$ cat config.mk
export PLATFORM = sky130hd
export DESIGN_NAME = sst_ram
export DESIGN_NICKNAME = d
export VERILOG_FILES = /design/src/rtl/sparse_set_row_table_assert.svh /design/src/rtl/sst_ram.sv
export SDC_FILE = /design/constraint.sdc
export NUM_CORES = 1
export LEC_CHECK = 0
export BUFFER_PORTS_ARGS = -buffer_cell sky130_fd_sc_hd__buf_2
export CORE_ASPECT_RATIO = 1.25
export CORE_MARGIN = 2
export CORE_UTILIZATION = 30
export CTS_BUF_LIST = sky130_fd_sc_hd__clkbuf_8
export DETAILED_ROUTE_END_ITERATION = 7
export PLACE_DENSITY = 0.5
export SYNTH_ARGS = -nofsm -noshare
export SYNTH_HDL_FRONTEND = slang
export SYNTH_SLANG_ARGS = --single-unit
$ cat constraint.sdc
create_clock -name clk_i -period 2.16 [get_ports clk_i]
set_input_delay 0.54 -clock clk_i [delete_from_list [all_inputs] [get_ports clk_i]]
set_output_delay 0.54 -clock clk_i [all_outputs]
set_load 0.005 [all_outputs]
$ cat src/rtl/sparse_set_row_table_assert.svh
// Assertion macros for the sparse-set row table core.
`ifndef SPARSE_SET_ROW_TABLE_ASSERT_SVH
`define SPARSE_SET_ROW_TABLE_ASSERT_SVH

// Same-cycle implication, checked out of reset.
`define SST_ASSERT_IMP(label, clk, rst_n, ante, cons) \
  label: assert property (@(posedge clk) disable iff (!rst_n) (ante) |-> (cons)) \
    else $error("sparse set row table check failed");

// Next-cycle implication, checked out of reset.
`define SST_ASSERT_NXT(label, clk, rst_n, ante, cons) \
  label: assert property (@(posedge clk) disable iff (!rst_n) (ante) |=> (cons)) \
    else $error("sparse set row table check failed");

`endif

$ cat src/rtl/sst_ram.sv
`default_nettype none
module sst_ram #(
  parameter int WIDTH = 8,
  parameter int DEPTH = 16
) (
  input  wire logic                     clk_i,
  input  wire logic                     we_i,
  input  wire logic [$clog2(DEPTH)-1:0] waddr_i,
  input  wire logic [WIDTH-1:0]         wdata_i,
  input  wire logic [$clog2(DEPTH)-1:0] raddr_i,
  output logic      [WIDTH-1:0]         rdata_o
);

  logic [WIDTH-1:0] mem [DEPTH];

  // Write one entry, read one entry with registered data
  always_ff @(posedge clk_i) begin
    if (we_i) begin
      mem[waddr_i] <= wdata_i;
    end
    rdata_o <= mem[raddr_i];
  end

endmodule
`default_nettype wire

# Yosys cells after proc, flatten, opt, wreduce, memory -nomap -nowiden
# Memories as Yosys holds them, arrays and structs flattened. A register that Yosys moved wholly into a read port is not among the register bits.
# Index checks and enable logic that the tools add are counted.
# Widths: inputs -> output; s select.
# word_totals
register_bits,0
ram_bits,128
inputBits,18
out_inout_bits,8
wordCells,3
mem_count,1
# mem_list
name,words,word_bits,read_ports,rd_clocked_by_memory_dff,wr,line_no,source
mem,16,8,1,1,1,sst_ram.sv:14,logic [WIDTH-1:0] mem [DEPTH];
# op_classes
muxes,2
# op_table
cell,count
$mux 1,2

# Longest topological paths before layout
# Gate-level depths: netlist of run 1.
# logic_depth
word_depth,2
ltp_mapped,5
mapped_depth_nobuf,3

# Worst setup path before layout of run 1
# Ideal clock, no wire load.
# synth_path
path_kind,input to register
startpoint,in waddr_i[2]
endpoint,"mem mem[0][0], enable pin"
path_slack_ns,0.127
t_required_ns,1.777
path_buffers,0
setup_ns,0.383
stages,2
arrival_time_ns,1.650
cell_sequence,or3b_2 > nor3_1
# synth_lines
element,line_no,source
"start, declared",sst_ram.sv:8,"input wire logic [$clog2(DEPTH)-1:0] waddr_i,"
"end, declared",sst_ram.sv:14,
# No word-level cell before the write port.

==> results of run 1 <==
==> synthesized netlist by cell type, drive strengths merged <==
cell / n
a22oi: 16
and2: 1
and2b: 1
buf: 7
clkdlybuf4s25: 3
dfxtp: 8
edfxtp: 128
mux4: 32
nand2: 9
nand2b: 2
nand3: 1
nand3b: 2
nor2: 13
nor2b: 1
nor3: 4
or3b: 1
==> layer usage <==
layer | vias to the layer above | part of all wire [%]
met5 | - | 0
met4 | 0 | 1.3
met3 | 12 | 5.3
met2 | 60 | 50
met1 | 1235 | 43
li1 | 1079 | -
==> cells by family after synthesis <==
kind of cell	share of synthesized area (%)
muxes	15.02
DFF	77.78
buffers and inverters	1.677
AOI/OAI and AO/OA	2.334
and+or+nand+nor	3.184
==> power groups by stage <==
stage | Sequential [mW] | Clock (mW) | Combinational, mW
after detailed placement | 3.03 | 0 | 0.288
after global routing | 2.97 | 2.21 | 0.307
after global placement | 3.03 | 0 | 0.282
after CTS | 2.97 | 2.09 | 0.289
final | 2.97 | 2.05 | 0.280
after floorplan | 3.02 | 0 | 0.150
==> how the worst min path moves through the flow <==
stage / cells after the start / from / endpoint / slack (ps)
CTS: 1 / wdata_i[1] / mem[3][1] / 480
global route: 1 / wdata_i[1] / mem[3][1] / 470
finish: 1 / wdata_i[2] / mem[14][2] / 500
floorplan: 3 / mem[7][0] / rdata_o[0] / 630
detailed placement: 3 / mem[14][1] / rdata_o[1] / 660
global placement: 3 / mem[15][7] / rdata_o[7] / 650
==> cell type report <==
type                            instances  share of cell area (%)
Timing Repair Buffer                   46                   5.296
Tap cell                              220                   4.551
Clock inverter                         13                   2.607
Multi-Input combinational cell         83                   17.48
Clock buffer                           17                   3.868
Sequential cell                       136                   66.20
==> registers in the layout, indices dropped and copies added, names as in the netlist <==
signal	count
rdata_o	8
mem	128
==> cells in the final DEF (no fill, tap or decap), types with 2 or more instances in the layout <==
| cell type | instances |
|---|---|
| nor2_1 | 13 |
| dfxtp_1 | 8 |
| clkinvlp_4 | 3 |
| buf_2 | 25 |
| nand2b_1 | 2 |
| buf_12 | 3 |
| a22oi_1 | 16 |
| mux4_1 | 14 |
| clkbuf_8 | 17 |
| clkinv_2 | 3 |
| clkinv_4 | 3 |
| nor3_1 | 4 |
| bufinv_16 | 3 |
| mux4_2 | 18 |
| nand3b_1 | 2 |
| edfxtp_1 | 128 |
| buf_4 | 18 |
| nand2_1 | 9 |
==> reports/metrics.cfg, run 1 <==
[cells_and_area]
antenna_cells=0
syn2layout_area_growth_pct=17.50
final_nets=302
fillerInstances=1609
final_cells=515
multiInputGateArea_um2=1057
drive_gt1_share_pct=31.86
regArea_um2=4004
final_util_pct=35.91
fin_area_um2=6048

[yosys]
ys_types=19
synth_area_um2=5147
syn_avg_cell_area_um2=22.48
netlist_top_cells_area=edfxtp_1 75%, mux4_2 7.9%, mux4_1 7.1%, dfxtp_1 3.1%, a22oi_1 2.3%
yosys.area.top_type=edfxtp_1
synth_seq_area_share_pct=77.78
synthCells=229
yosysWarnings=0
synth_top_area_share_pct=74.67
synth_seq_cells=136
synth_nets=247

[critical_path]
critPathCapture=rdata_o[4]
cp.required_ps=2470
critPathLaunch=raddr_i[0]
ff2ff_path_depth=3
crit_cells=5
cpPeakStageDelay_ps=560
cp_slowest_cell=mux4_1
path_buf_inv=2
cpLargestDelayFamily=multiplexers
r2r-end=rdata_o[0]
path_max_fanout=19
r2r-start=mem[1][0]
crit_type=primary input to flip-flop
cp.arrival_ps=1850
ff2ff_setup_slack_ps=770
start_kind=primary input
crit_path_cell_trace=buf_2 -> buf_12 -> mux4_1 -> a22oi_1 -> nand2_1
cp-end-kind=flip-flop

[clock_network]
cts_resized=0
numCtsBuffers=17
clock-sinks=136
clkTransAtPathRegs_ps=70
root_buffer=clkbuf_8
post_cts_buffers=0
cts_max_level=4
cts_max_path_buffers=2
cts_tree=built
insertion_delay_ps=420
ctsHoldBuffers=0

[routing]
antenna_left=0
wirelength_mm=10.61
detail_route.first_pass.iterations=4
vias_per_cell=4.633
drc=0
drt_iter0_drc=164
wl_per_cell_um=20.61
num_vias=2386

[global_route]
top_usage_layer=met2
grt_max_degree=33
met3_usage_pct=3.674
antenna_found_initial=0
grt_usage_pct=12.77
grt_pass1_wl_mm=16.18
use_met2_pct=21.15
met1_usage_pct=16.06
grt_pass1_vias=2585
grt_overflow_total=0

[power_and_ir_drop]
p_per_area_nw_per_um2=875.9
finalPower_mw=5.298
pwr-share-seq_pct=56.0
p_switching_mw=1.107
leakage_nw=2.010
ir_drop_mv=0.3748
switching_share_pct=20.89
internal-power_mw=4.191
p_comb_share_pct=5.3
clockPowerShare_pct=38.7

[floorplanning]
start_util_pct=30.56
core_area_um2=16840
dieArea_um2=18230
die_h_um=150.5
die_w_um=121.2
ios=26
row_count=53

[run_status]
outcome=complete, no violations

[hold_path]
hold_class=primary input to flip-flop

[place]
hpwl_mm=6.837
finalWeightedCongestion=0.6789
dp.cells=485
portBuffers=25
pre_cts_ws_ps=128.4
postPlaceCellArea_um2=5657

[sta]
drv_slew=0
tightest_slew_ps=457.6
rsz0062_at_grt=false
period_share_pct=71.38
hold_viol=0
fin_worst_skew_ps=7.605
layout_min_cycle_time_ps=1542
setup_violations=0
timing.setup.tns_ps=0
fin_hold_ws_ps=498.8
fmax_mhz=648.6
setup_ws_ps=618.3
relSlewSlack_pct=69.49

[job]
cap_violations=0

Power figures use the tool's default switching activity.
==> run 2: changes to the inputs <==
--- a/config.mk
+++ b/config.mk
@@ -5,6 +5,7 @@
 export SDC_FILE = /design/constraint.sdc
 export NUM_CORES = 1
 export LEC_CHECK = 0
+export ABC_AREA = 1
 export BUFFER_PORTS_ARGS = -buffer_cell sky130_fd_sc_hd__buf_2
 export CORE_ASPECT_RATIO = 1.25
 export CORE_MARGIN = 2
==> constraint.sdc (replaced) <==
create_clock -name clk_i -period 1.58 [get_ports clk_i]
set_input_delay 0.395 -clock clk_i [delete_from_list [all_inputs] [get_ports clk_i]]
set_output_delay 0.395 -clock clk_i [all_outputs]
set_load 0.005 [all_outputs]
==> run 2 against run 1 <==
Non-clock buffer count rose by 5. Cell area rose by 9.8%. First-iteration DRC count rose by 21%. Synthesized cell count rose by 140%. Largest power group unchanged. Area after synthesis rose by 12%. Combinational power rose by 86%. Via count rose by 57%. Worst setup slack got worse by 360 ps. Clock power rose by 25%. Critical path depth fell by 4. Die area rose by 12%. Power rose by 35%.
==> reports/metrics.cfg, run 2 <==
[yosys]
synth_most_common_cell=nand2_1
yosysWarnings=0
synth_area_um2=5767
synthCells=551
synth_enable_flop_cells=128
syn_avg_cell_area_um2=10.47
synth_nets=569
synth_seq_cells=136
ys.flop_type=edfxtp_1
synth_seq_area_share_pct=69.43
synth_top_area_share_pct=66.65
netlist_top_cells_area=edfxtp_1 67%, nand2_1 11%, nand3_1 8.4%, inv_1 6.5%, dfxtp_1 2.8%
ys_async_sr_fraction_pct=0
yosys-top-cells-count=173 x nand2_1, 128 x edfxtp_1, 100 x inv_1, 97 x nand3_1, 17 x nor2_1
ys_types=12
yosys.area.top_type=edfxtp_1

[power_and_ir_drop]
switching_share_pct=25.64
internal-power_mw=5.309
p_per_area_nw_per_um2=1075
p_switching_mw=1.831
pwr-share-seq_pct=56.7
leakage_nw=2.852
p_comb_share_pct=7.3
finalPower_mw=7.139
clockPowerShare_pct=36.0
ir_drop_mv=0.3491

[cells_and_area]
final_nets=615
fillerInstances=1854
largest_register=mem
largest_reg_flops=128
drive_gt1_share_pct=13.61
final_common_cell=nand2_1
final_util_pct=35.36
syn2layout_area_growth_pct=15.14
reg.largest.list=mem: 128 flops, rdata_o: 8 flops
layout_common_cells=173 x nand2_1, 128 x edfxtp_1, 101 x inv_1
antenna_cells=0

[clock_network]
cts_tree=built
root_buffer=clkbuf_8
cts_max_path_buffers=2
clock-sinks=136
clkTransAtPathRegs_ps=80
numCtsBuffers=17
cts_resized=0
post_cts_buffers=0
ctsHoldBuffers=0
insertion_delay_ps=440
cts_max_level=4

[critical_path]
cpPeakStageDelay_ps=360
cp-end-kind=output port
ff2ff_path_depth=6
cp.required_ps=1180
cpLargestDelayFamily=flip-flops
cp.arrival_ps=920
path_buf_inv=1
start_kind=flip-flop
path_max_fanout=1
ff2ff_setup_slack_ps=520
cp_slowest_cell=dfxtp_1
r2r-start=mem[15][3]
critPathLaunch=rdata_o[2]
crit_path_cell_trace=buf_2
crit_type=flip-flop to output port
crit_cells=1

[global_route]
grt_max_degree=65
met3_usage_pct=2.991
met1_usage_pct=16.97
antenna_found_initial=0
grt_usage_pct=14.21
grt_pass1_wl_mm=21.35
grt_pass1_vias=3900
use_met2_pct=24.31
grt_overflow_total=0
top_usage_layer=met2

[sta]
drv_slew=0
relSlewSlack_pct=73.91
layout_min_cycle_time_ps=1317
rsz0062_at_grt=false
tightest_slew_ps=391.4
setup_ws_ps=262.6
hold_viol=0
fmax_mhz=759.1
timing.setup.tns_ps=0
period_share_pct=83.38
fin_hold_ws_ps=382.1
setup_violations=0
fin_worst_skew_ps=10.56

[routing]
wirelength_mm=13.62
vias_per_cell=4.452
antenna_left=0
wl_per_cell_um=16.18
drt_iter0_drc=198
drc=0
detail_route.first_pass.iterations=4
num_vias=3749

[floorplanning]
row_count=56
ios=26
die_w_um=128.0
die_h_um=159.0
dieArea_um2=20350
start_util_pct=30.71
core_area_um2=18780

[place]
portBuffers=25
hpwl_mm=8.743
pre_cts_ws_ps=57.84
finalWeightedCongestion=0.8183

[hold_path]
min_from=wdata_i[1]
hold_class=primary input to flip-flop
hold_depth=1

[job]
cap_violations=0

[run_status]
outcome=complete, no violations

## run 2: changes by cell type after synthesis, moves of 3 or more
| cell | previous run | this run |
|---|---|---|
| nand2_1 | 9 | 173 |
| inv_1 | 0 | 100 |
| nor2_1 | 13 | 17 |
| buf_4 | 1 | 4 |
| mux4_2 | 18 | 0 |
| buf_2 | 3 | 13 |
| buf_6 | 3 | 6 |
| nand3_1 | 1 | 97 |
| mux4_1 | 14 | 0 |
| nor3_1 | 4 | 0 |
| a22oi_1 | 16 | 0 |
| clkdlybuf4s25_2 | 3 | 0 |
## run 2: final timing paths
| kind | to |
|---|---|
| setup / recovery | rdata_o[2] |
| hold / removal | mem[0][1] |
| setup reg to reg | rdata_o[3] |
| hold reg to reg | rdata_o[6] |
## run 2: metrics by stage
| step | cells | area (um^2) |
|---|---|---|
| 2_1_floorplan | 551 | 5767 |
| 3_3_place_gp | 810 | 6286 |
| 3_5_place_dp | 810 | 6286 |
| 4_1_cts | 842 | 6640 |
| 5_1_grt | 842 | 6640 |
| 6_report | 842 | 6640 |
## run 2: power by group through the flow
stage / combinational, mW / clock [mW] / sequential (mW)
6_report: 0.521 / 2.57 / 4.05
5_1_grt: 0.584 / 2.75 / 4.06
4_1_cts: 0.532 / 2.62 / 4.05
3_5_place_dp: 0.530 / 0 / 4.13
3_3_place_gp: 0.523 / 0 / 4.14
2_1_floorplan: 0.285 / 0 / 4.13
## run 2: kinds of logic (layout without fill, tap and decap cells)
kind of cell	after synthesis	after routing	share of synthesized area (%)
simple gates	289	289	21.05
buf+inv	126	185	9.525
flops	136	136	69.43
## run 2: cell type report
cell class,instances,area (um^2),area share [%]
sequential,136,4004,60.30
multi-input combinational,289,1214,18.28
timing repair buffer,51,395.4,5.954
inverter,102,382.9,5.766
tap,232,290.3,4.372
clock buffer,17,234.0,3.524
clock inverter,15,120.1,1.809
## run 2: per-layer routing
layer / part of all wire, % / wire (um)
met1: 42 / 5762
met2: 52 / 7055
met3: 3.2 / 432
met4: 2.7 / 374
met5: 0 / 0
==> run 3: changes to the inputs <==
--- a/config.mk
+++ b/config.mk
@@ -12,7 +12,7 @@
 export CORE_UTILIZATION = 30
 export CTS_BUF_LIST = sky130_fd_sc_hd__clkbuf_8
 export DETAILED_ROUTE_END_ITERATION = 7
-export PLACE_DENSITY = 0.5
+export PLACE_DENSITY = 0.51
 export SYNTH_ARGS = -nofsm -noshare
 export SYNTH_HDL_FRONTEND = slang
 export SYNTH_SLANG_ARGS = --single-unit
==> constraint.sdc (replaced) <==
create_clock -name clk_i -period 1.2 [get_ports clk_i]
set_input_delay 0.3 -clock clk_i [delete_from_list [all_inputs] [get_ports clk_i]]
set_output_delay 0.3 -clock clk_i [all_outputs]
set_load 0.005 [all_outputs]
==> run 3 against run 2 <==
The run now ends with setup timing left. Critical path depth unchanged. Sequential cell count unchanged. Sequential power increased by 32%. Non-clock buffer count increased by 9. Hold slack got worse by 110 ps.
==> reports/metrics.cfg, run 3 (synthesis results as in run 2) <==
[run_status]
outcome=complete, but fails checks
violations=setup timing

[floorplanning]
die_h_um=159.0
start_util_pct=30.71
ios=26
core_area_um2=18780
dieArea_um2=20350
row_count=56
die_w_um=128.0

[cells_and_area]
largest_register=mem
reg.largest.list=mem: 128 flops, rdata_o: 8 flops
final_common_cell=nand2_1
layout_common_cells=173 x nand2_1, 128 x edfxtp_1, 101 x inv_1
final_nets=624
regArea_um2=4010
antenna_cells=0
largest_reg_flops=128
multiInputGateArea_um2=1221
syn2layout_area_growth_pct=19.29
fillerInstances=1834
drive_gt1_share_pct=15.67

[routing]
wl_per_cell_um=16.45
vias_per_cell=4.451
detail_route.first_pass.iterations=5
antenna_left=0
wirelength_mm=14.00
drt_iter0_drc=245
drc=0
num_vias=3788

[clock_network]
clkTransAtPathRegs_ps=80
cts_max_level=4
root_buffer=clkbuf_8
cts_tree=built
cts_max_path_buffers=2
numCtsBuffers=17
post_cts_buffers=0
insertion_delay_ps=430
clock-sinks=136

[place]
hpwl_mm=9.358
finalWeightedCongestion=0.8261
pre_cts_ws_ps=-175.9
portBuffers=25

[power_and_ir_drop]
p_switching_mw=2.241
p_per_area_nw_per_um2=1521
ir_drop_mv=0.8044
switching_share_pct=21.42
clockPowerShare_pct=42.1
finalPower_mw=10.46
pwr-share-seq_pct=51.1
p_comb_share_pct=6.9
internal-power_mw=8.222
leakage_nw=2.964

[sta]
period_share_pct=100.9
rsz0062_at_grt=true
fin_worst_skew_ps=11.51
timing.setup.tns_ps=-11.28
setup_ws_ps=-11.28
tightest_slew_ps=380.0
fmax_mhz=825.6
drv_slew=0
hold_viol=0
layout_min_cycle_time_ps=1211
setup_violations=1
relSlewSlack_pct=74.67

[critical_path]
path_buf_inv=1
cp_slowest_cell=dfxtp_4
cpLargestDelayFamily=flip-flops
ff2ff_setup_slack_ps=190
cp.required_ps=900
crit_path_cell_trace=buf_6
path_max_fanout=1
start_kind=flip-flop
cp-end-kind=output port
crit_type=flip-flop to output port
cp.arrival_ps=910
cpPeakStageDelay_ps=370

[global_route]
use_met2_pct=25.09
met1_usage_pct=18.02
top_usage_layer=met2
grt_usage_pct=14.50
grt_pass1_vias=3908
antenna_found_initial=0
met3_usage_pct=3.192
grt_pass1_wl_mm=21.96
grt_max_degree=29
grt_overflow_total=0

[hold_path]
hold_class=primary input to flip-flop

[job]
cap_violations=0

==> run 3: cell count changes in the layout (fill, tap and decap cells not counted), moves of 3 or more <==
cell,change
buf_2,-3
buf_4,+7
buf_6,+3
bufinv_16,+6
dfxtp_1,-3
inv_6,-5
nor2_1,-3
nor2_2,+3
==> run 3: power by group through the flow <==
stage               logic, mW  clock network, mW  registers (mW)
floorplan               0.377                  0            5.44
global placement        0.722                  0            5.44
detailed placement      0.725                  0            5.45
CTS                     0.742               4.48            5.34
global route            0.806               4.68            5.35
finish                  0.720               4.40            5.34
==> run 3: per-stage QoR <==
stage	hold WS [ps]	utilization [%]	std cells	area, um^2
4_1_cts	245.5	36.63	851	6879
2_1_floorplan	398.9	-	551	5774
3_3_place_gp	663.5	34.01	819	6386
5_1_grt	268.5	36.63	851	6879
3_5_place_dp	667.0	34.01	819	6386
6_report	272.6	36.63	851	6879
==> run 3: metal layers <==
layer,part of all wire [%],vias up
li1,-,1881
met1,42,1823
met2,52,76
met3,4.6,8
met4,0.74,0
met5,0,-
==> run 3: cell type report <==
class,instances,area share [%]
clock inverter,15,3.401
sequential,136,58.29
inverter,102,5.566
clock buffer,17,3.401
timing repair buffer,60,7.366
tap,232,4.220
multi-input combinational,289,17.75
==> run 3: repair_timing <==
item | 4_1_cts | 5_1_grt
hold buffers | 0 | 0
setup endpoints to repair | 3 | 3
gates resized for setup | 7 | 0
hold endpoints to repair | 0 | 0
==> run 3: worst paths after layout <==
kind	from	to	cells after the start
setup / recovery	rdata_o[4]	rdata_o[4]	1
setup reg to reg	mem[1][7]	rdata_o[7]	6
hold / removal	wdata_i[5]	mem[9][5]	1
hold reg to reg	mem[3][4]	rdata_o[4]	6
