### src/rtl/sparse_set_row_table_assert.svh
// Assertion macros for the sparse-set row table core.
`ifndef SPARSE_SET_ROW_TABLE_ASSERT_SVH
`define SPARSE_SET_ROW_TABLE_ASSERT_SVH

// Same-cycle implication, checked out of reset.
`define SST_ASSERT_IMP(label, clk, rst_n, ante, cons) \
  label: assert property (@(posedge clk) disable iff (!rst_n) (ante) |-> (cons)) \
    else $error("sparse set row table check failed");

// Next-cycle implication, checked out of reset.
`define SST_ASSERT_NXT(label, clk, rst_n, ante, cons) \
  label: assert property (@(posedge clk) disable iff (!rst_n) (ante) |=> (cons)) \
    else $error("sparse set row table check failed");

`endif

### src/rtl/sst_pkg.sv
`default_nettype none
package sst_pkg;

  localparam int ROWS        = 16;
  localparam int COLUMNS     = 64;   // power of two: row and column concatenate to an address
  localparam int VALUE_WIDTH = 32;

  localparam int OPC_W   = 3;
  localparam int ROW_W   = $clog2(ROWS);
  localparam int COL_W   = $clog2(COLUMNS);
  localparam int CNT_W   = $clog2(COLUMNS + 1);
  localparam int CELLS   = ROWS * COLUMNS;
  localparam int ADDR_W  = $clog2(CELLS);
  localparam int DENSE_W = COL_W + VALUE_WIDTH;

  // Map entry of an absent column, one past the last dense position
  localparam logic [CNT_W-1:0] ABSENT_POS = CNT_W'(COLUMNS);

  typedef enum logic [OPC_W-1:0] {
    OP_LOOKUP    = 3'd0,
    OP_EMPLACE   = 3'd1,
    OP_ERASE     = 3'd2,
    OP_CLR_ROW   = 3'd3,
    OP_CLR_ALL   = 3'd4,
    OP_READ_POS  = 3'd5,
    OP_OVERWRITE = 3'd6
  } op_e;

  typedef struct packed {
    logic              we;
    logic [ADDR_W-1:0] addr;
    logic [CNT_W-1:0]  data;
  } map_wr_t;

  typedef struct packed {
    logic               we;
    logic [ADDR_W-1:0]  addr;
    logic [DENSE_W-1:0] data;
  } dense_wr_t;

endpackage
`default_nettype wire

### src/rtl/sst_core.sv
`default_nettype none
module sst_core (
  input  wire logic                                clk_i,
  input  wire logic                                rst_ni,
  input  wire logic                                start_i,
  input  wire logic [sst_pkg::OPC_W-1:0]           opcode_i,
  input  wire logic [sst_pkg::ROW_W-1:0]           row_sel_i,
  input  wire logic [sst_pkg::COL_W-1:0]           column_i,
  input  wire logic [sst_pkg::COL_W-1:0]           position_i,
  input  wire logic [sst_pkg::VALUE_WIDTH-1:0]     value_in_i,
  output logic                                     busy_o,
  output logic                                     done_o,
  output logic                                     found_o,
  output logic      [sst_pkg::VALUE_WIDTH-1:0]     value_out_o,
  output logic      [sst_pkg::COL_W-1:0]           column_out_o,
  output logic      [sst_pkg::CNT_W-1:0]           row_count_o,
  output sst_pkg::map_wr_t                         map_wr_o,
  output logic      [sst_pkg::ADDR_W-1:0]          map_raddr_o,
  input  wire logic [sst_pkg::CNT_W-1:0]           map_rdata_i,
  output sst_pkg::dense_wr_t                       dense_wr_o,
  output logic      [sst_pkg::ADDR_W-1:0]          dense_raddr_o,
  input  wire logic [sst_pkg::DENSE_W-1:0]         dense_rdata_i
);

  typedef enum logic [2:0] {
    S_INIT,
    S_IDLE,
    S_MAP,
    S_CHK,
    S_LAST,
    S_POS
  } state_e;

  state_e                            state_q, state_d;
  logic [sst_pkg::ADDR_W-1:0]        init_q, init_d;
  sst_pkg::op_e                      op_q, op_d;
  logic [sst_pkg::ROW_W-1:0]         row_q, row_d;
  logic [sst_pkg::COL_W-1:0]         col_q, col_d;
  logic [sst_pkg::COL_W-1:0]         pos_q, pos_d;
  logic [sst_pkg::VALUE_WIDTH-1:0]   val_q, val_d;
  logic [sst_pkg::CNT_W-1:0]         p_q, p_d;
  logic [sst_pkg::CNT_W-1:0]         counts_q [sst_pkg::ROWS];
  logic [sst_pkg::CNT_W-1:0]         counts_d [sst_pkg::ROWS];
  logic                              done_q, done_d;
  logic                              found_q, found_d;
  logic [sst_pkg::VALUE_WIDTH-1:0]   value_q, value_d;
  logic [sst_pkg::COL_W-1:0]         column_q, column_d;
  logic [sst_pkg::CNT_W-1:0]         count_q, count_d;

  logic                              accept;
  sst_pkg::op_e                      op_in;
  logic [sst_pkg::CNT_W-1:0]         cnt_cur;
  logic [sst_pkg::CNT_W-1:0]         cnt_last;
  logic [sst_pkg::COL_W-1:0]         rd_col;
  logic [sst_pkg::VALUE_WIDTH-1:0]   rd_val;
  logic                              hit;

  assign accept  = start_i && (state_q == S_IDLE);
  assign op_in   = sst_pkg::op_e'(opcode_i);
  assign busy_o  = (state_q != S_IDLE);
  assign cnt_cur = counts_q[row_q];
  assign cnt_last = cnt_cur - sst_pkg::CNT_W'(1);
  assign rd_col  = dense_rdata_i[sst_pkg::DENSE_W-1 -: sst_pkg::COL_W];
  assign rd_val  = dense_rdata_i[sst_pkg::VALUE_WIDTH-1:0];

  // Shared compare: position inside the dense list and pointing back at the column
  assign hit = (p_q < cnt_cur) && (rd_col == col_q);

  // Sequencer and datapath next values
  always_comb begin
    state_d  = state_q;
    init_d   = init_q;
    op_d     = op_q;
    row_d    = row_q;
    col_d    = col_q;
    pos_d    = pos_q;
    val_d    = val_q;
    p_d      = p_q;
    counts_d = counts_q;
    done_d   = 1'b0;
    found_d  = found_q;
    value_d  = value_q;
    column_d = column_q;
    count_d  = count_q;

    map_wr_o      = '0;
    map_raddr_o   = {row_sel_i, column_i};
    dense_wr_o    = '0;
    dense_raddr_o = {row_sel_i, position_i};

    case (state_q)
      S_INIT: begin
        // Sweep every map entry to the absent marker
        map_wr_o.we   = 1'b1;
        map_wr_o.addr = init_q;
        map_wr_o.data = sst_pkg::ABSENT_POS;
        init_d        = init_q + sst_pkg::ADDR_W'(1);
        if (init_q == {sst_pkg::ADDR_W{1'b1}}) begin
          state_d = S_IDLE;
        end
      end

      S_IDLE: begin
        if (accept) begin
          op_d     = op_in;
          row_d    = row_sel_i;
          col_d    = column_i;
          pos_d    = position_i;
          val_d    = value_in_i;
          found_d  = 1'b0;
          value_d  = '0;
          column_d = '0;
          case (op_in)
            sst_pkg::OP_LOOKUP, sst_pkg::OP_EMPLACE, sst_pkg::OP_ERASE,
            sst_pkg::OP_OVERWRITE: begin
              state_d = S_MAP;
            end
            sst_pkg::OP_READ_POS: begin
              state_d = S_POS;
            end
            sst_pkg::OP_CLR_ROW: begin
              counts_d[row_sel_i] = '0;
              count_d = '0;
              done_d  = 1'b1;
            end
            sst_pkg::OP_CLR_ALL: begin
              for (int i = 0; i < sst_pkg::ROWS; i++) begin
                counts_d[i] = '0;
              end
              count_d = '0;
              done_d  = 1'b1;
            end
            default: begin
              count_d = counts_q[row_sel_i];
              done_d  = 1'b1;
            end
          endcase
        end
      end

      S_MAP: begin
        // Follow the map entry into the dense list
        p_d           = map_rdata_i;
        dense_raddr_o = {row_q, map_rdata_i[sst_pkg::COL_W-1:0]};
        state_d       = S_CHK;
      end

      S_CHK: begin
        found_d = hit;
        count_d = cnt_cur;
        state_d = S_IDLE;
        done_d  = 1'b1;
        case (op_q)
          sst_pkg::OP_LOOKUP: begin
            value_d = hit ? rd_val : '0;
          end
          sst_pkg::OP_EMPLACE, sst_pkg::OP_OVERWRITE: begin
            if (hit) begin
              if (op_q == sst_pkg::OP_OVERWRITE) begin
                dense_wr_o.we   = 1'b1;
                dense_wr_o.addr = {row_q, p_q[sst_pkg::COL_W-1:0]};
                dense_wr_o.data = {col_q, val_q};
                value_d         = val_q;
              end else begin
                value_d = rd_val;
              end
            end else if (cnt_cur < sst_pkg::ABSENT_POS) begin
              // Append at the dense end
              map_wr_o.we     = 1'b1;
              map_wr_o.addr   = {row_q, col_q};
              map_wr_o.data   = cnt_cur;
              dense_wr_o.we   = 1'b1;
              dense_wr_o.addr = {row_q, cnt_cur[sst_pkg::COL_W-1:0]};
              dense_wr_o.data = {col_q, val_q};
              counts_d[row_q] = cnt_cur + sst_pkg::CNT_W'(1);
              count_d         = cnt_cur + sst_pkg::CNT_W'(1);
              value_d         = val_q;
            end
          end
          sst_pkg::OP_ERASE: begin
            value_d = '0;
            if (hit) begin
              // Fetch the last dense entry to fill the gap
              dense_raddr_o = {row_q, cnt_last[sst_pkg::COL_W-1:0]};
              state_d       = S_LAST;
              done_d        = 1'b0;
            end
          end
          default: begin
            value_d = '0;
          end
        endcase
      end

      S_LAST: begin
        // Move the last entry into the erased slot, unless it is the erased entry, and drop the count
        if (rd_col != col_q) begin
          dense_wr_o.we   = 1'b1;
          dense_wr_o.addr = {row_q, p_q[sst_pkg::COL_W-1:0]};
          dense_wr_o.data = dense_rdata_i;
          map_wr_o.we     = 1'b1;
          map_wr_o.addr   = {row_q, rd_col};
          map_wr_o.data   = p_q;
        end
        counts_d[row_q] = cnt_last;
        count_d         = cnt_last;
        found_d         = 1'b1;
        value_d         = '0;
        state_d         = S_IDLE;
        done_d          = 1'b1;
      end

      S_POS: begin
        found_d  = ({1'b0, pos_q} < cnt_cur);
        value_d  = found_d ? rd_val : '0;
        column_d = found_d ? rd_col : '0;
        count_d  = cnt_cur;
        state_d  = S_IDLE;
        done_d   = 1'b1;
      end

      default: begin
        state_d = S_IDLE;
      end
    endcase
  end

  // Hold state, counts and the result register
  always_ff @(posedge clk_i or negedge rst_ni) begin
    if (!rst_ni) begin
      state_q  <= S_INIT;
      init_q   <= '0;
      op_q     <= sst_pkg::OP_LOOKUP;
      row_q    <= '0;
      col_q    <= '0;
      pos_q    <= '0;
      val_q    <= '0;
      p_q      <= '0;
      for (int i = 0; i < sst_pkg::ROWS; i++) begin
        counts_q[i] <= '0;
      end
      done_q   <= 1'b0;
      found_q  <= 1'b0;
      value_q  <= '0;
      column_q <= '0;
      count_q  <= '0;
    end else begin
      state_q  <= state_d;
      init_q   <= init_d;
      op_q     <= op_d;
      row_q    <= row_d;
      col_q    <= col_d;
      pos_q    <= pos_d;
      val_q    <= val_d;
      p_q      <= p_d;
      counts_q <= counts_d;
      done_q   <= done_d;
      found_q  <= found_d;
      value_q  <= value_d;
      column_q <= column_d;
      count_q  <= count_d;
    end
  end

  assign done_o       = done_q;
  assign found_o      = found_q;
  assign value_out_o  = value_q;
  assign column_out_o = column_q;
  assign row_count_o  = count_q;

`include "sparse_set_row_table_assert.svh"

  `SST_ASSERT_IMP(a_count_range, clk_i, rst_ni, done_q, count_q <= sst_pkg::ABSENT_POS)
  `SST_ASSERT_IMP(a_lookup_latency, clk_i, rst_ni, accept && (op_in == sst_pkg::OP_LOOKUP), ##3 done_q)
  `SST_ASSERT_IMP(a_erase_no_value, clk_i, rst_ni, done_q && (op_q == sst_pkg::OP_ERASE), value_q == '0)
  `SST_ASSERT_IMP(a_miss_no_column, clk_i, rst_ni, done_q && !found_q, column_q == '0)
  `SST_ASSERT_NXT(a_init_quiet, clk_i, rst_ni, state_q == S_INIT, !done_q)

endmodule
`default_nettype wire

### config.mk
export PLATFORM = sky130hd
export DESIGN_NAME = sst_core
export DESIGN_NICKNAME = d
export VERILOG_FILES = /design/src/rtl/sst_pkg.sv /design/src/rtl/sst_core.sv
export VERILOG_INCLUDE_DIRS = /design/src /design/src/rtl
export SDC_FILE = /design/constraint.sdc
export NUM_CORES = 1
export LEC_CHECK = 0
export BUFFER_PORTS_ARGS = -buffer_cell sky130_fd_sc_hd__clkbuf_2
export CAP_MARGIN = 10
export CORE_MARGIN = 1
export CORE_UTILIZATION = 25
export CTS_CLUSTER_DIAMETER = 80
export DETAILED_ROUTE_END_ITERATION = 8
export PLACE_DENSITY_LB_ADDON = 0.12
export SLEW_MARGIN = 5
export SYNTH_ARGS = -nofsm -noshare
export SYNTH_HDL_FRONTEND = slang
export SYNTH_SLANG_ARGS = --single-unit
### constraint.sdc
create_clock -name clk_i -period 13.5 [get_ports clk_i]
set_clock_uncertainty 0.1 [all_clocks]
set_input_delay 0.675 -clock clk_i [delete_from_list [all_inputs] [get_ports clk_i]]
set_output_delay 0.675 -clock clk_i [all_outputs]
set_load 0.01 [all_outputs]
# Word level (Yosys, flattened, before mapping)
# Cells that the tools add are included.
[totals]
regBits = 230
in_bits = 99
output_inout_bits = 135
elab_cells = 154
[classes]
add_sub_neg = 3
n_lt_le_gt_ge = 7
eq_ne = 27
n_mux = 62
bitwise_logic = 4
reduce_logical = 22
[ops]
columns = ["operator", "count"]
rows = [
  ["$mux 112", 4],
  ["$pmux 112 s3", 1],
  ["$mux 49", 5],
  ["$bwmux 112", 2],
  ["$pmux 112 s2", 1],
  ["$mux 32", 6],
  ["$pmux 32 s4", 1],
  ["$and 112x112->112", 1],
  ["$not 112->112", 1],
  ["$pmux 49 s2", 1],
  ["$mux 18", 4],
  ["$mux 7", 10],
  ["$pmux 32 s2", 1],
  ["$bmux 7 s4", 2],
  ["$demux 7 s4", 2],
  ["$pmux 18 s3", 1],
  ["$pmux 7 s4", 1],
  ["$mux 10", 2],
  ["$pmux 10 s2", 1],
  ["$eq 3x3->1 const B", 6],
  ["$eq 3x2->1 const B", 5],
  ["$pmux 7 s2", 1],
  ["$mux 3", 4],
  ["$mux 6", 2],
  ["34 further kinds", 60],
]

# Logic depth before layout (Yosys ltp)
# Gate-level depths: netlist of run 1.
[logic_depth]
depth_word = 10
depth_mapped = 18
depth_no_buf = 13

# Least setup slack after synthesis of run 1
# No wires, ideal clock.
[synth_path]
path_type = "register to output"
start = "register row_q[0] (netlist bit)"
end = "output port dense_wr_o[15] (netlist bit)"
t_arrival_ps = 4129
t_required_ps = 12725
slack_ps = 8596
path_stages_with_launch = 17
n_path_buf = 6
path_cell_list = "dfrtp_1 > buf_6 > buf_6 > buf_6 > mux4_2 > mux4_2 > buf_6 > inv_2 > ha_1 > nand4_1 > nor2_1 > a2111oi_2 > o31ai_2 > nor3_1 > clkbuf_1 > buf_2 > a22o_1"
[synth_lines]
columns = ["item", "line_no", "text"]
rows = [
  ["start, declared", "sst_core.sv:37", "logic [sst_pkg::ROW_W-1:0] row_q, row_d;"],
  ["start signal, assigned", "sst_core.sv:251", "row_q <= row_d;"],
  ["end, declared", "sst_core.sv:20", "output sst_pkg::dense_wr_t dense_wr_o,"],
]

==> results by group, run 1 <==
Power and ir drop
  – VDD IR-drop max: 0.0851 mV
  – Cell Pwr Density: 185 nW/um2
  – Sw Pwr: 1150 uW
  – Int Power: 1780 uW
  – P_leak: 0.00745 uW
  – Reg power frac: 0.341
  – Power share of the clock group: 0.280
  – Comb pwr share: 0.379
  – Sw Ratio: 0.391

Die
  – Chip width: 230 um
  – Core area: 51,200 um2
  – Die Ht: 230 um
  – Initial Util: 0.253
  – Row cnt: 83
  – # IOs: 234
  – Die area: 52,700 um2

Final layout
  – Share of cells above drive strength 1: 0.348
  – Antenna diodes: 0
  – Filler Cells Inserted: 5,312
  – Fin area: 15,800 um2
  – Area delta synth->final: 22.1%
  – Finished Core Util: 0.309
  – Final nets: 1,419

Hold path
  – Type of the worst min-delay path: in -> async

Drt
  – Drt wl/cell: 24.2 um
  – Vias: 10,623
  – Antenna Nets Post-Route: 0
  – DR vias/cell: 5.30
  – Final wirelength: 48,600 um
  – TritonRoute pass-1 iters: 5
  – 1st-iter DRT viols: 814
  – DRC: 0

Synthesis
  – Post-synthesis net count: 1,211
  – EDFF count, synth: 0
  – Ys async rst share: 1.00
  – Avg Cell Area, Syn: 11.8 um2
  – Synth Cell Area: 12,900 um2
  – Leading area contributor after synthesis: dfrtp_1
  – Most numerous cell in the Yosys netlist: dfrtp_1
  – Register area share after synthesis: 0.445
  – Synth cell count leaders: dfrtp_1, a22o_1, nand2_1, mux2_2, mux4_2
  – Cells after Synth: 1,096
  – Top cell type's share of synthesized area: 0.445
  – Primary FF master, synth: dfrtp_1
  – Distinct cell type count after synthesis: 72
  – Synth warn: 0
  – Synth Register Bits: 230
  – Ranking of synthesized cells by area: dfrtp_1, mux4_2, a22o_1, mux2_2, a221o_1

Clock network
  – H-tree depth: 1
  – Setup Buffers After CTS: 0
  – Post_cts resized: 0
  – TritonCTS clock tree: yes
  – Clock Latency Late Sink: 600 ps
  – Num CTS Buffers: 31
  – Clock root buffer: clkbuf_16
  – Clk buf depth: 3
  – CTS sink count: 230
  – Clock transition at path regs: 60 ps
  – Hold buffers post-CTS: 0

Run status
  – Failing checks: hold timing
  – Status: finished, violations left

Worst setup path
  – CP startpoint kind: flop
  – Crit-path max cell delay: 850 ps
  – Arr. time, crit path: 6120 ps
  – Critical path's slowest cell: a2111oi_2
  – Req. time, crit path: 12,730 ps
  – Crit-path max FO: 42
  – Endpoint type of the worst setup path: output port
  – Reg2reg path depth: 13
  – Most frequent CP cell: buf_4
  – CP Cell Sequence: buf_4 > mux4_1 > a22o_1 > a221o_1 > inv_2 > ha_1 > a21oi_1 > o21bai_1 > a2111oi_2 > o31ai_4 > buf_4 > nor3_2 > buf_4 > and2_1 > a21o_1 > clkbuf_2
  – Crit Path Class: reg -> out

Placement
  – Placed cell area: 14,800 um2
  – Post-Place Worst Slack: 7170 ps
  – RePlAce Congestion: 0.835
  – PortBufs: 233
  – Placed wire-length estimate: 34,400 um

STA
  – Final min period: 6890 ps
  – Unrepaired setup endpoints after global routing: false
  – Fmax: 145 MHz
  – Count of final setup violators: 0
  – Post-route clock period utilization: 0.511
  – Worst Tran Pin Value: 1260 ps
  – Hold Violations, Final: 1
  – Fin worst setup slack: 6610 ps
  – Max-slew violations: 0
  – Final hold slack: -2.27 ps
  – Fin Setup TNS: 0 ps
  – Slew Limit Headroom: 0.152

Global routing
  – Gr busiest metal: met2
  – Total Routing Usage GR: 0.182
  – Initial antenna violation count: 0
  – Global route overflow: 0
  – Largest net degree at the start of global routing: 126
  – Vias in the first global route: 10,520
  – First-pass GRT wire length: 72,700 um
  – Met1 Use GR: 0.250
  – M2 GR Usage: 0.305
  – Met3 usage: 0.0234

Job
  – MaxCap Viol Count: 0
==> worst paths after layout <==
kind	from	end	slack [ps]
max in group asynchronous	rst_ni	counts_q[10]$_DFFE_PN0P_	12070
min in group clk_i	dense_rdata_i[17]	value_out_o[17]$_DFFE_PN0P_	220
min reg2reg	value_out_o[15]$_DFFE_PN0P_	value_out_o[15]$_DFFE_PN0P_	380
max	row_q[0]$_DFFE_PN0P_	dense_wr_o[3]	6610
max reg2reg	row_q[0]$_DFFE_PN0P_	counts_q[15]$_DFFE_PN0P_	7750
min	rst_ni	init_q[3]$_DFFE_PN0N_	-2
==> placed cells by master (no fill, tap or decap), types with 4 or more instances in the layout <==
cell,Yosys,final
nand2_1,87,87
nand2b_1,13,13
clkbuf_2,1,232
inv_2,6,6
nor3_1,19,16
dfrtp_1,230,229
mux4_1,8,8
a21o_1,33,33
clkbuf_16,0,31
a221o_1,34,34
and3_1,6,5
o21ai_1,5,5
xor2_1,8,8
nand4_1,7,7
mux4_2,59,59
o211ai_1,11,11
o221ai_1,8,8
mux2_2,62,62
a21oi_1,21,21
buf_4,16,25
clkbuf_1,45,8
a222oi_1,10,10
nor2b_1,13,13
a221oi_1,4,4
a22o_1,121,121
nor2_1,33,32
ha_1,16,16
or2_2,5,5
and2_1,33,33
nor4_1,7,6
a22oi_1,5,5
xnor2_1,18,18
clkbuf_8,0,6
inv_1,23,23
mux2i_1,5,5
nand3_1,15,15
o21ai_0,30,30
==> layer usage <==
metal | up-vias | routed length [um]
met5 | - | 0
met4 | 0 | 891
met3 | 62 | 2250
met2 | 358 | 23700
met1 | 5522 | 21800
li1 | 4681 | -
==> power by group through the flow <==
stage	Combinational [uW]	Clock (uW)	Sequential, uW
floorplan	751	0	954
global placement	1120	0	1010
CTS	1120	846	1000
finish	1110	820	999
detailed placement	1120	0	1010
global route	1200	879	1020
==> flip-flops by register name (all words and copies together), names as in the netlist, 7 cells and up <==
name         flops
counts_q       112
row_count_o      7
p_q              7
value_out_o     32
val_q           32
init_q          10
==> metrics by stage <==
step           std cells  total power, uW
5_1_grt             2006             3100
4_1_cts             2006             2970
3_5_place_dp        1951             2130
6_report            2006             2930
3_3_place_gp        1951             2130
2_1_floorplan       1096             1700
==> cell families after synthesis <==
group                    after synthesis  synth area share
AO/OA/AOI/OAI                        315             0.198
XOR/XNOR                              26            0.0176
adder cells (fa/ha/maj)               16            0.0155
buffers and inverters                113            0.0428
flip-flops                           230             0.445
multiplexers                         134             0.177
AND/OR/NAND/NOR                      262             0.105
==> critical path: cells and delay by family (launching register included) <==
kind,cells,cell delay [ps]
AND/OR/NAND/NOR,2,400
AO/OA/AOI/OAI,7,2070
multiplexers,1,700
buffers and inverters,5,1640
adder cells (fa/ha/maj),1,280
flip-flops,1,330
==> cell type report <==
type	instances	area, um2	share of cell area
multi-input combinational	753	6680	0.423
sequential	230	5760	0.364
timing repair buffer	259	1380	0.0876
clock buffer	45	888	0.0562
tap	680	851	0.0538
clock inverter	10	129	0.00816
inverter	29	109	0.00689
No activity file was read; power rests on OpenSTA's default activity.
==> run 2, diff against run 1 <==
==> constraint.sdc (replaced) <==
create_clock -name clk_i -period 5.8 [get_ports clk_i]
set_clock_uncertainty 0.1 [all_clocks]
set_input_delay 0.29 -clock clk_i [delete_from_list [all_inputs] [get_ports clk_i]]
set_output_delay 0.29 -clock clk_i [all_outputs]
set_load 0.01 [all_outputs]
==> run 2 against run 1 <==
Against the previous run:
- the run now ends clean
- via count increased by 3.8%
- sequential cell count unchanged
- non-clock buffer count increased by 116
- largest cell class unchanged
==> results by group, run 2 (synthesis gave the netlist of run 1 again) <==
STA
  – Fin Setup TNS: 0 ps (unchanged)
  – Hold Violations, Final: 0 (-1)
  – Slew Limit Headroom: 0.263 (+0.111)
  – Max-slew violations: 0 (unchanged)
  – Fmax: 180 MHz
  – Final hold slack: 204 ps (+206 ps)
  – Unrepaired setup endpoints after global routing: false
  – Post-route clock period utilization: 0.957
  – Final min period: 5550 ps
  – Count of final setup violators: 0 (unchanged)
  – Worst Tran Pin Value: 1110 ps (-157 ps)

Worst setup path
  – R2r setup slk: 790 ps (-6960 ps)
  – CP Cell Sequence: buf_4 > mux4_2 > a22o_1 > a221o_1 > inv_2 > ha_1 > a21oi_1 > o21bai_1 > a2111o_2 > nor4_4 > buf_4 > inv_1 > o211ai_1 > clkbuf_2
  – Crit-path max FO: 12 (-71%)
  – CP startpoint kind: flop
  – Req. time, crit path: 5410 ps (-7320 ps)
  – Crit-path max cell delay: 600 ps (-250 ps)
  – Most frequent CP cell: buf_4
  – Critical path's slowest cell: dfrtp_4
  – Arr. time, crit path: 5160 ps (-960 ps)
  – Crit Path Class: reg -> out
  – Endpoint type of the worst setup path: output port

Power and ir drop
  – Int Power: 4360 uW (+140%)
  – Sw Pwr: 2760 uW (+140%)
  – Power share of the clock group: 0.284 (+0.004)
  – VDD IR-drop max: 0.230 mV (+170%)
  – Reg power frac: 0.338 (-0.003)
  – Comb pwr share: 0.377 (-0.002)
  – P_leak: 0.00798 uW (+7.2%)
  – Sw Ratio: 0.388 (-0.00344)
  – Cell Pwr Density: 419 nW/um2 (+130%)

Drt
  – Antenna Nets Post-Route: 0 (unchanged)
  – DRC: 0 (unchanged)
  – TritonRoute pass-1 iters: 5 (unchanged)
  – Drt wl/cell: 23.9 um (-1.4%)
  – Final wirelength: 50,700 um (+4.4%)
  – Met2 WL: 23,900 um (+1.0%)
  – DR vias/cell: 5.19 (-1.9%)
  – Vias: 11,029 (+3.8%)
  – Highest routed layer: met5
  – 1st-iter DRT viols: 855 (+5.0%)
  – Total length of routed met3 wires: 3580 um (+60%)
  – M1 wire length: 21,800 um (-0.28%)

Final layout
  – Area delta synth->final: 31.3%
  – Commonest non-fill, non-tap cells in the layout: clkbuf_2, dfrtp_1, a22o_1
  – Top reg by flops: counts_q
  – Final nets: 1,534 (+8.1%)
  – Max FFs per register: 112 (unchanged)
  – Share of cells above drive strength 1: 0.339 (-0.00901)
  – Commonest non-fill, non-tap cell in the layout: clkbuf_2

Clock network
  – TritonCTS clock tree: yes
  – Clock root buffer: clkbuf_16
  – CTS sink count: 230 (unchanged)
  – Clock transition at path regs: 60 ps (about the same)
  – Clk buf depth: 3 (unchanged)
  – Num CTS Buffers: 30 (-3.2%)
  – Clock Latency Late Sink: 610 ps (about the same)
  – H-tree depth: 1 (unchanged)

Job
  – MaxCap Viol Count: 0 (unchanged)

Placement
  – RePlAce Congestion: 0.829 (-0.75%)
  – Placed wire-length estimate: 36,000 um (+4.6%)
  – PortBufs: 233 (unchanged)

Die
  – Row cnt: 83 (unchanged)
  – Die Ht: 230 um (unchanged)
  – # IOs: 234 (unchanged)
  – Core area: 51,200 um2 (unchanged)
  – Die area: 52,700 um2 (unchanged)
  – Chip width: 230 um (unchanged)
  – Initial Util: 0.253 (unchanged)

Run status
  – Status: finished, final reports clean

Global routing
  – Global route overflow: 0 (unchanged)
  – Initial antenna violation count: 5 (+5)
  – Total Routing Usage GR: 0.192 (+0.00952)
  – Largest net degree at the start of global routing: 95 (-25%)
  – Vias in the first global route: 11,338 (+7.8%)
  – First-pass GRT wire length: 76,500 um (+5.3%)

Hold path
  – Type of the worst min-delay path: in -> async
[run 2: changes by cell type in the layout (fill, tap and decap cells not counted), sizes merged]
| cell | delta |
|---|---|
| dlygate4sd3 | +94 |
| buf | +22 |
| clkbuf | -4 |
| bufinv | +3 |
| diode | +3 |
| inv | -2 |
| clkinv | +1 |
| clkinvlp | +1 |
[run 2: critical path, delay by kind of cell, from the launching register on]
family / cells / cell delay, ps
AOI/OAI and AO/OA: 6 / 1640
adders and majority gates: 1 / 290
buffers and inverters: 5 / 1080
DFF: 1 / 600
muxes: 1 / 520
and+or+nand+nor: 1 / 410
[run 2: routing by layer]
metal,track usage,vias up
li1,-,4930
met2,0.309,415
met1,0.251,5610
met4,0.0652,4
met3,0.0462,70
met5,0,-
[run 2: metrics by stage]
step | area, um2 | power, uW | util | cells | worst slack, ps
after floorplan | 12900 | 3970 | - | 1096 | 1280
after global placement | 14900 | 5050 | 0.292 | 1972 | 374
after CTS | 17000 | 7190 | 0.331 | 2121 | 34.4
final | 17000 | 7110 | 0.332 | 2124 | 247
after detailed placement | 14900 | 5050 | 0.292 | 1972 | 323
after global routing | 17000 | 7530 | 0.332 | 2121 | 18.9
[run 2: power groups by stage]
stage	registers, uW	logic [uW]	clock network [uW]
floorplan	2220	1750	0
global placement	2450	2600	0
detailed placement	2440	2610	0
CTS	2410	2700	2080
global route	2470	2900	2160
finish	2410	2680	2020
[run 2: final cells by class]
type                            instances  area [um2]
Inverter                               29         109
Antenna cell                            3        7.51
Fill cell                            5167       34200
Multi-Input combinational cell        753        6700
Sequential cell                       230        5760
Tap cell                              680         851
Clock inverter                         13         220
Clock buffer                           41         852
Timing Repair Buffer                  375        2490
[run 2: worst paths after layout]
kind	start	to	cells after the start
worst min register to register	val_q[28]$_DFFE_PN0P_	val_q[28]$_DFFE_PN0P_	1
worst min-delay path	rst_ni	init_q[4]$_DFFE_PN0N_	2
min in group clk_i	row_sel_i[2]	row_q[2]$_DFFE_PN0P_	2
max in group asynchronous	rst_ni	row_q[0]$_DFFE_PN0P_	3
worst max-delay path	row_q[0]$_DFFE_PN0P_	dense_raddr_o[1]	14
worst max register to register	row_q[0]$_DFFE_PN0P_	counts_q[104]$_DFFE_PN0P_	12
[run 2: what timing repair did]
| item | in CTS | in global routing |
|---|---|---|
| endpoints found under the hold margin | 185 | 0 |
| endpoints found under the setup margin | 11 | 7 |
| hold buffers | 94 | 0 |
| buffers inserted | 1 | 0 |
| gates resized for setup | 2 | 4 |
